[src/sv/tcpg_pkg.sv]
// shared types, character codes and status codes of the text command pulse generator
package tcpg_pkg;

	// command layout
	localparam int CMD_LEN   = 12;
	localparam int POS_W     = 4;
	localparam int COUNT_W   = 10;
	localparam int TICKS_W   = 24;
	localparam int PHASE_W   = COUNT_W + TICKS_W;
	localparam int CFG_IDX_W = 2;

	// ascii codes
	localparam logic [7:0] CH_CR    = 8'h0D;
	localparam logic [7:0] CH_SPACE = 8'h20;
	localparam logic [7:0] CH_ZERO  = 8'h30;
	localparam logic [7:0] CH_NINE  = 8'h39;
	localparam logic [7:0] CH_QUERY = 8'h3F;
	localparam logic [7:0] CH_G     = 8'h47;
	localparam logic [7:0] CH_M     = 8'h6D;
	localparam logic [7:0] CH_S     = 8'h73;
	localparam logic [7:0] CH_U     = 8'h75;

	// configuration register indexes
	localparam logic [CFG_IDX_W-1:0] CFG_TICKS_SEC  = 2'd0;
	localparam logic [CFG_IDX_W-1:0] CFG_TICKS_MSEC = 2'd1;
	localparam logic [CFG_IDX_W-1:0] CFG_TICKS_USEC = 2'd2;

	typedef enum logic [1:0] {
		ST_NONE   = 2'd0,
		ST_ACCEPT = 2'd1,
		ST_ERROR  = 2'd2,
		ST_ABORT  = 2'd3
	} status_t;

	typedef enum logic [1:0] {
		UNIT_SEC  = 2'd0,
		UNIT_MSEC = 2'd1,
		UNIT_USEC = 2'd2
	} unit_t;

	// outcome of one byte, from the parser to the pulse generator
	typedef struct packed {
		status_t              status;
		logic                 load;
		logic                 stop;
		logic [COUNT_W-1:0]   high_count;
		logic [COUNT_W-1:0]   low_count;
		unit_t                high_unit;
		unit_t                low_unit;
	} cmd_result_t;

endpackage

[src/sv/tcpg_cmd_parse.sv]
// command byte collection, format check and decode of phase counts and units
module tcpg_cmd_parse import tcpg_pkg::*; (
	input  logic        clk,
	input  logic        arst_n,
	input  logic        fire,
	input  logic        command,
	input  logic [7:0]  rx_byte,
	output cmd_result_t result
);

	logic [7:0]       char_q [CMD_LEN];
	logic [POS_W-1:0] wpos_q;
	logic [POS_W-1:0] wpos_next;
	logic             store_en;
	logic             format_ok;
	logic             hu_ok;
	logic             lu_ok;
	logic [1:0]       hu_bits;
	logic [1:0]       lu_bits;
	unit_t            hu;
	unit_t            lu;

	function automatic logic is_digit(input logic [7:0] c);
		return c inside {[CH_ZERO:CH_NINE]};
	endfunction

	// returns {known, unit}
	function automatic logic [2:0] decode_unit(input logic [7:0] c);
		logic [2:0] r;
		case (c)
			CH_SPACE: r = {1'b1, UNIT_SEC};
			CH_M:     r = {1'b1, UNIT_MSEC};
			CH_U:     r = {1'b1, UNIT_USEC};
			default:  r = {1'b0, UNIT_SEC};
		endcase
		return r;
	endfunction

	// three digit field, low nibble of a digit character is its value
	function automatic logic [COUNT_W-1:0] three_digits(input logic [7:0] a,
			input logic [7:0] b, input logic [7:0] c);
		logic [COUNT_W-1:0] da;
		logic [COUNT_W-1:0] db;
		logic [COUNT_W-1:0] dc;
		da = {6'b0, a[3:0]};
		db = {6'b0, b[3:0]};
		dc = {6'b0, c[3:0]};
		return da * 10'd100 + db * 10'd10 + dc;
	endfunction

	// format and unit checks on the stored command
	always_comb begin
		format_ok = is_digit(char_q[0]) && is_digit(char_q[1]) && is_digit(char_q[2])
			&& is_digit(char_q[5]) && is_digit(char_q[6]) && is_digit(char_q[7])
			&& is_digit(char_q[10]) && is_digit(char_q[11])
			&& (char_q[4] == CH_S) && (char_q[9] == CH_S);
		{hu_ok, hu_bits} = decode_unit(char_q[3]);
		{lu_ok, lu_bits} = decode_unit(char_q[8]);
		hu = unit_t'(hu_bits);
		lu = unit_t'(lu_bits);
	end

	// byte handling
	always_comb begin
		result            = '0;
		result.status     = ST_NONE;
		result.high_count = three_digits(char_q[0], char_q[1], char_q[2]);
		result.low_count  = three_digits(char_q[5], char_q[6], char_q[7]);
		result.high_unit  = hu;
		result.low_unit   = lu;
		wpos_next         = wpos_q;
		store_en          = 1'b0;
		if (fire && !command) begin
			if (rx_byte == CH_CR) begin
				result.status = ST_NONE;
			end else if (rx_byte == CH_G) begin
				wpos_next = '0;
				if (wpos_q != POS_W'(CMD_LEN)) begin
					result.status = ST_ERROR;
				end else if (!format_ok) begin
					result.status = ST_ERROR;
				end else if (!hu_ok || !lu_ok) begin
					result.status = ST_ERROR;
					result.stop   = 1'b1;
				end else begin
					result.status = ST_ACCEPT;
					result.load   = 1'b1;
				end
			end else if (rx_byte == CH_QUERY) begin
				result.status = ST_ABORT;
				wpos_next     = '0;
			end else if (wpos_q >= POS_W'(CMD_LEN)) begin
				result.status = ST_ERROR;
				wpos_next     = '0;
			end else begin
				store_en  = 1'b1;
				wpos_next = wpos_q + 1'b1;
			end
		end
	end

	// write position
	always_ff @(posedge clk or negedge arst_n) begin
		if (!arst_n) begin
			wpos_q <= '0;
		end else begin
			wpos_q <= wpos_next;
		end
	end

	// character store
	always_ff @(posedge clk) begin
		if (store_en) begin
			char_q[wpos_q] <= rx_byte;
		end
	end

endmodule

[src/sv/tcpg_pulse.sv]
// phase counts, units and the phase down counter that drive the two pins
module tcpg_pulse import tcpg_pkg::*; (
	input  logic               clk,
	input  logic               arst_n,
	input  logic               fire,
	input  logic               command,
	input  cmd_result_t        result,
	input  logic [TICKS_W-1:0] ticks_sec,
	input  logic [TICKS_W-1:0] ticks_msec,
	input  logic [TICKS_W-1:0] ticks_usec,
	output logic               drive_next,
	output logic               drive_n_next
);

	logic [COUNT_W-1:0] high_count_q;
	logic [COUNT_W-1:0] low_count_q;
	unit_t              high_unit_q;
	unit_t              low_unit_q;
	logic               running_q;
	logic               in_high_q;
	logic [PHASE_W-1:0] remain_q;

	logic [COUNT_W-1:0] cnt_h;
	logic [COUNT_W-1:0] cnt_l;
	unit_t              unit_h;
	unit_t              unit_l;
	logic [TICKS_W-1:0] ut_h;
	logic [TICKS_W-1:0] ut_l;
	logic [PHASE_W-1:0] len_h;
	logic [PHASE_W-1:0] len_l;
	logic               running_d;
	logic               in_high_d;
	logic [PHASE_W-1:0] remain_d;
	logic               want_high;
	logic               do_load;

	function automatic logic [TICKS_W-1:0] unit_ticks(input unit_t u,
			input logic [TICKS_W-1:0] s, input logic [TICKS_W-1:0] ms,
			input logic [TICKS_W-1:0] us);
		logic [TICKS_W-1:0] r;
		case (u)
			UNIT_SEC:  r = s;
			UNIT_MSEC: r = ms;
			UNIT_USEC: r = us;
			default:   r = '0;
		endcase
		return r;
	endfunction

	// phase lengths from the counts in force after this item
	always_comb begin
		cnt_h  = result.load ? result.high_count : high_count_q;
		cnt_l  = result.load ? result.low_count  : low_count_q;
		unit_h = result.load ? result.high_unit  : high_unit_q;
		unit_l = result.load ? result.low_unit   : low_unit_q;
		ut_h   = unit_ticks(unit_h, ticks_sec, ticks_msec, ticks_usec);
		ut_l   = unit_ticks(unit_l, ticks_sec, ticks_msec, ticks_usec);
		len_h  = {{TICKS_W{1'b0}}, cnt_h} * {{COUNT_W{1'b0}}, ut_h};
		len_l  = {{TICKS_W{1'b0}}, cnt_l} * {{COUNT_W{1'b0}}, ut_l};
	end

	// next phase state
	always_comb begin
		running_d = running_q;
		in_high_d = in_high_q;
		remain_d  = remain_q;
		do_load   = 1'b0;
		want_high = 1'b1;
		if (fire) begin
			if (command) begin
				if (running_q) begin
					if (remain_q > PHASE_W'(1)) begin
						remain_d = remain_q - 1'b1;
					end else begin
						do_load   = 1'b1;
						want_high = !in_high_q;
					end
				end
			end else if (result.load) begin
				running_d = 1'b1;
				do_load   = 1'b1;
				want_high = 1'b1;
			end else if (result.stop) begin
				running_d = 1'b0;
				in_high_d = 1'b0;
				remain_d  = '0;
			end
		end
		// a zero-length phase is skipped in favor of the other one
		if (do_load) begin
			if (want_high && len_h != '0) begin
				in_high_d = 1'b1;
				remain_d  = len_h;
			end else if (!want_high && len_l != '0) begin
				in_high_d = 1'b0;
				remain_d  = len_l;
			end else if (len_h != '0) begin
				in_high_d = 1'b1;
				remain_d  = len_h;
			end else if (len_l != '0) begin
				in_high_d = 1'b0;
				remain_d  = len_l;
			end else begin
				in_high_d = 1'b0;
				remain_d  = '0;
			end
		end
		drive_next   = running_d && in_high_d;
		drive_n_next = running_d && !in_high_d;
	end

	// phase state registers
	always_ff @(posedge clk or negedge arst_n) begin
		if (!arst_n) begin
			high_count_q <= '0;
			low_count_q  <= '0;
			high_unit_q  <= UNIT_SEC;
			low_unit_q   <= UNIT_SEC;
			running_q    <= 1'b0;
			in_high_q    <= 1'b0;
			remain_q     <= '0;
		end else begin
			if (fire && result.load) begin
				high_count_q <= result.high_count;
				low_count_q  <= result.low_count;
				high_unit_q  <= result.high_unit;
				low_unit_q   <= result.low_unit;
			end
			running_q <= running_d;
			in_high_q <= in_high_d;
			remain_q  <= remain_d;
		end
	end

endmodule

[src/sv/text_command_pulse_generator_core.sv]
// top level of the text command pulse generator: input stage, result register, config
//
// channel | direction | handshake             | payload
// in      | in        | in_valid / in_stall   | command, rx_byte
// out     | out       | out_valid / out_stall | drive_out, drive_out_n, status
// cfg     | in        | cfg_valid / cfg_ready | cfg_index, cfg_data
//
// one item per cycle sustained while out is not stalled; an item goes from its transfer
// into the input register, then into the result register and so onto the outputs;
// all checks and the phase multiply sit between the two registers
// reset clears the pipeline, the write position, the phase state and loads the tick defaults
// in_stall is high only while both the input and result registers hold items and out is stalled
// cfg_ready is always high; a write to an unused index is dropped
module text_command_pulse_generator_core import tcpg_pkg::*; (
	input  logic                 clk,
	input  logic                 arst_n,
	input  logic                 in_valid,
	output logic                 in_stall,
	input  logic                 command,
	input  logic [7:0]           rx_byte,
	output logic                 out_valid,
	input  logic                 out_stall,
	output logic                 drive_out,
	output logic                 drive_out_n,
	output logic [1:0]           status,
	input  logic                 cfg_valid,
	output logic                 cfg_ready,
	input  logic [CFG_IDX_W-1:0] cfg_index,
	input  logic [TICKS_W-1:0]   cfg_data
);

	logic               valid_s1;
	logic               command_s1;
	logic [7:0]         rx_byte_s1;
	logic               advance;
	logic               in_xfer;
	logic [TICKS_W-1:0] ticks_sec_q;
	logic [TICKS_W-1:0] ticks_msec_q;
	logic [TICKS_W-1:0] ticks_usec_q;
	cmd_result_t        result;
	logic               drive_next;
	logic               drive_n_next;

	// pipeline flow
	assign advance  = valid_s1 && !(out_valid && out_stall);
	assign in_stall = valid_s1 && !advance;
	assign in_xfer  = in_valid && !in_stall;

	assign cfg_ready = 1'b1;

	// configuration registers
	always_ff @(posedge clk or negedge arst_n) begin
		if (!arst_n) begin
			ticks_sec_q  <= TICKS_W'(1000000);
			ticks_msec_q <= TICKS_W'(1000);
			ticks_usec_q <= TICKS_W'(1);
		end else if (cfg_valid && cfg_ready) begin
			case (cfg_index)
				CFG_TICKS_SEC:  ticks_sec_q  <= cfg_data;
				CFG_TICKS_MSEC: ticks_msec_q <= cfg_data;
				CFG_TICKS_USEC: ticks_usec_q <= cfg_data;
				default: ;
			endcase
		end
	end

	// input register
	always_ff @(posedge clk or negedge arst_n) begin
		if (!arst_n) begin
			valid_s1 <= 1'b0;
		end else if (in_xfer) begin
			valid_s1 <= 1'b1;
		end else if (advance) begin
			valid_s1 <= 1'b0;
		end
	end

	always_ff @(posedge clk) begin
		if (in_xfer) begin
			command_s1 <= command;
			rx_byte_s1 <= rx_byte;
		end
	end

	tcpg_cmd_parse u_parse (
		.clk     (clk),
		.arst_n  (arst_n),
		.fire    (advance),
		.command (command_s1),
		.rx_byte (rx_byte_s1),
		.result  (result)
	);

	tcpg_pulse u_pulse (
		.clk          (clk),
		.arst_n       (arst_n),
		.fire         (advance),
		.command      (command_s1),
		.result       (result),
		.ticks_sec    (ticks_sec_q),
		.ticks_msec   (ticks_msec_q),
		.ticks_usec   (ticks_usec_q),
		.drive_next   (drive_next),
		.drive_n_next (drive_n_next)
	);

	// result register
	always_ff @(posedge clk or negedge arst_n) begin
		if (!arst_n) begin
			out_valid <= 1'b0;
		end else if (advance) begin
			out_valid <= 1'b1;
		end else if (!out_stall) begin
			out_valid <= 1'b0;
		end
	end

	always_ff @(posedge clk) begin
		if (advance) begin
			drive_out   <= drive_next;
			drive_out_n <= drive_n_next;
			status      <= command_s1 ? ST_NONE : result.status;
		end
	end

endmodule

[config.mk]
export PLATFORM = sky130hd
export DESIGN_NAME = text_command_pulse_generator_core
export DESIGN_NICKNAME = d
export VERILOG_FILES = /design/src/sv/tcpg_pkg.sv /design/src/sv/tcpg_cmd_parse.sv /design/src/sv/tcpg_pulse.sv /design/src/sv/text_command_pulse_generator_core.sv
export SDC_FILE = /design/constraint.sdc
export NUM_CORES = 2
export LEC_CHECK = 0
export BUFFER_PORTS_ARGS = -buffer_cell sky130_fd_sc_hd__buf_2
export CORE_UTILIZATION = 65
export DETAILED_ROUTE_END_ITERATION = 16
export GPL_TIMING_DRIVEN = 0
export PLACE_DENSITY_LB_ADDON = 0.08
export RECOVER_POWER = 50
export SYNTH_ARGS = -nofsm -noshare
export SYNTH_HDL_FRONTEND = slang
export SYNTH_SLANG_ARGS = --single-unit
[constraint.sdc]
create_clock -name clk -period 22.6 [get_ports clk]
set_input_delay 0 -clock clk [delete_from_list [all_inputs] [get_ports clk]]
set_output_delay 0 -clock clk [all_outputs]
set_load 0.02 [all_outputs]
==> flow_summary.yaml <==
outcome:
  status: "finished, violations left"
  failed_checks: "capacitance limit, slew limit"
synthesis:
  netlist_instances: 2987
  synth_top_area_cell: "fa_1"
  synth_fa_ha_area_share_pct: 34.3
  syn_nets: 3587
  synth_area_leaders: "fa_1 (25%), edfxtp_1 (11%), dfrtp_1 (11%)"
  synthMuxAreaShare_pct: 5.37
  netlist_area_um2: 28300
  seq_area_frac_synth_pct: 23.6
  ys_ff_latch: 245
  ys_async_sr_fraction_pct: 56.3
  avgSynthCellArea_um2: 9.47
  synth_simple_gate_area_share_pct: 17.0
  yosysWarnings: 0
  synth_edf_count: 107
  synth_top_family_by_area: "adder cells"
  synth_ff_type: "dfrtp_1"
  yosysTopAreaCellShare_pct: 25.3
  synth_compound_gate_area_share_pct: 11.5
  ys_types: 97
  synth_xor_area_share_pct: 2.20
floorplanning:
  die_w_um: 211
  core_area_um2: 43000
  fp-row-count: 76
  initial_core_util_pct: 65.8
  io_pins: 47
  die_h_um: 211
  dieArea_um2: 44300
global_routing:
  met3_usage_pct: 7.63
  busiest_layer: "met2"
  grt_remaining_overflow: 0
  grt_pass1_wl_um: 135000
  use_met2_pct: 63.4
  grt_max_degree: 99
  grt_pass1_vias: 24100
  track_usage_pct: 40.0
  grt_use_met1_pct: 54.8
  antenna_found_initial: 1
timing:
  slew_headroom_pct: -259
  drv_slew: 140
  hold_viol_final: 0
  setup_violations: 0
  worst_slack_ns: 10.17
  rsz0062_at_grt: "no"
  worst_pin_slew_ns: 5.38
  period_minus_slack_ns: 12.43
  tns_ns: 0
  min_period_over_period_pct: 55.0
  finalClockSkew_ns: 0.0437
  max_freq_ghz: 0.0804
clock_network:
  worstSkewPairLatency_ns: 0.59
  root_buffer: "clkbuf_16"
  clkSinkCount: 245
  cts_setup_buffers: 0
  cts_hold_buf: 42
  clk_pin_slew_ns: 0.07
  clockBufferDepth: 3
  cts_htree_levels: 1
  cts_buffers: 28
  cts_tree: "done"
  cts_resized: 0
min_path:
  hold_path_end: "ticks_sec_q[15]"
  hp-start: "cfg_valid"
  hold_depth: 3
  hp-class: "input pin to flip-flop"
place:
  place_ws_ns: 10.65
  dpl.hpwl_um: 68800
  postPlaceCellArea_um2: 29300
  gp_congestion: 0.995
  portBuffers: 45
power:
  total_leakage_power_nw: 15.0
  power_density_nw_per_um2: 40.8
  p_total_w: 0.00125
  peakVddDrop_v: 0.0000661
finish:
  final_cell_mix: "fa_1 (358), nor2_1 (341), nand2_1 (333)"
  fillers: 3277
  drive_gt1_share_pct: 7.10
  stdcell_area_um2: 30500
  final_util_pct: 71.1
  final_common_cell: "fa_1"
  syn_to_final_growth_pct: 8.02
  diodes: 0
  nNetsFinal: 3705
setup_path:
  critical_path_class: "flip-flop to flip-flop"
  startpoint_type: "flip-flop"
  rr_endpoint: "u_pulse.remain_q[29]"
  slowest_stage: "a211oi_1"
  cp_num_buf_inv: 7
  r2r_start: "rx_byte_s1[3]"
  reg2regPathDepth: 34
  cp_max_fo: 14
  cp_common_cell: "fa_1"
  r2r_slack_ns: 10.17
  max_stage_delay_ns: 1.00
  critPathCaptureType: "flip-flop"
  startpoint: "rx_byte_s1[3]"
  cp_top_family: "compound AO/OA/AOI/OAI gates"
  arrival_ns: 12.91
  cp.required_ns: 23.08
  cp.depth: 34
drt:
  drcViolationCount: 0
  viasPerCell: 6.36
  vias: 23600
  ant_nets: 0
  wire_per_inst_um: 22.9
  drtIter0Drc: 2305
  firstDrtPassIters: 6
  drt_wl_total_um: 85200
run:
  maxCapViolCount: 2
==> worst max-delay path by stage <==
stage | to | slack (ns)
CTS | u_pulse.remain_q[29] | 10.53
global placement | u_pulse.remain_q[29] | 10.82
global route | u_pulse.remain_q[29] | 9.70
finish | u_pulse.remain_q[29] | 10.17
detailed placement | u_pulse.remain_q[29] | 10.65
floorplan | drive_out_n | 13.42
==> state kept, by name, indices dropped and copies added (netlist names), 2 cells and up <==
register              count
u_parse.char_q           94
u_parse.wpos_q            4
u_pulse.low_count_q      10
u_pulse.high_unit_q       2
status                    2
ticks_sec_q              24
ticks_msec_q             24
u_pulse.remain_q         34
u_pulse.low_unit_q        2
rx_byte_s1                8
ticks_usec_q             24
u_pulse.high_count_q     10
==> cells by family (layout without fill, tap and decap cells) <==
logic type / after synthesis / count (layout)
other: 1 / 1
multiplexers: 142 / 142
AND/OR/NAND/NOR: 1030 / 1030
buffers and inverters: 440 / 580
AO/OA/AOI/OAI: 498 / 498
XOR/XNOR: 71 / 71
flip-flops: 245 / 245
adder cells (fa/ha/maj): 560 / 560
==> worst register-to-register path: cells and delay by family (launching register included) <==
family | cells | cell delay [ns]
muxes | 2 | 1.09
adders and majority gates | 6 | 2.77
buffers and inverters | 7 | 1.30
DFF | 1 | 0.67
and+or+nand+nor | 10 | 2.32
AOI/OAI and AO/OA | 9 | 4.19
==> stage by stage <==
step	std cells	hold WS (ns)
finish	3712	0.0856
global route	3712	0.0950
CTS	3712	0.0576
detailed placement	3618	-0.0413
global placement	3617	0.181
floorplan	2987	-0.296
==> synth_stat cells (all sizes together) (8+ instances only) <==
cell    number
xnor2       38
nand2b      20
and2        41
xor2        33
a21o        65
buf         24
nand3       44
o21ai       98
a211oi      15
nor4        40
a22oi       17
or3         21
nand4b       9
or4         17
o31ai       14
o211ai      21
o21bai      15
nor2       342
inv        322
mux2i       64
nand4       32
edfxtp     107
ha         202
a21oi      149
nand2      333
o311ai      14
dfrtp      124
dfstp       14
clkbuf      89
nor2b       19
nor3        55
or2         11
fa         358
a211o        8
and3        16
mux2        78
o21a        19
==> power by group <==
group / switching (W) / internal [W] / leakage, nW / total, W
clock: 0.000196 / 0.000249 / 0.431 / 0.000445
combinational: 0.000168 / 0.0000833 / 11.8 / 0.000252
sequential: 0.0000414 / 0.000508 / 2.71 / 0.000549
==> area by class of cell <==
class | instances | area, um^2 | area share (%)
flip-flops and latches | 245 | 6680 | 21.9
clock inverters | 17 | 153 | 0.500
repair buffers | 88 | 634 | 2.08
multi-input cells | 2302 | 19900 | 65.1
well taps | 585 | 732 | 2.40
plain buffers | 113 | 477 | 1.56
clock buffers | 35 | 748 | 2.45
inverters | 327 | 1230 | 4.02
==> per-layer routing <==
metal	vias to the layer above	routed length [um]
met5	-	0
met4	0	3850
met3	256	8580
met2	1309	38500
met1	11700	34200
li1	10400	-
Power figures use the tool's default switching activity.
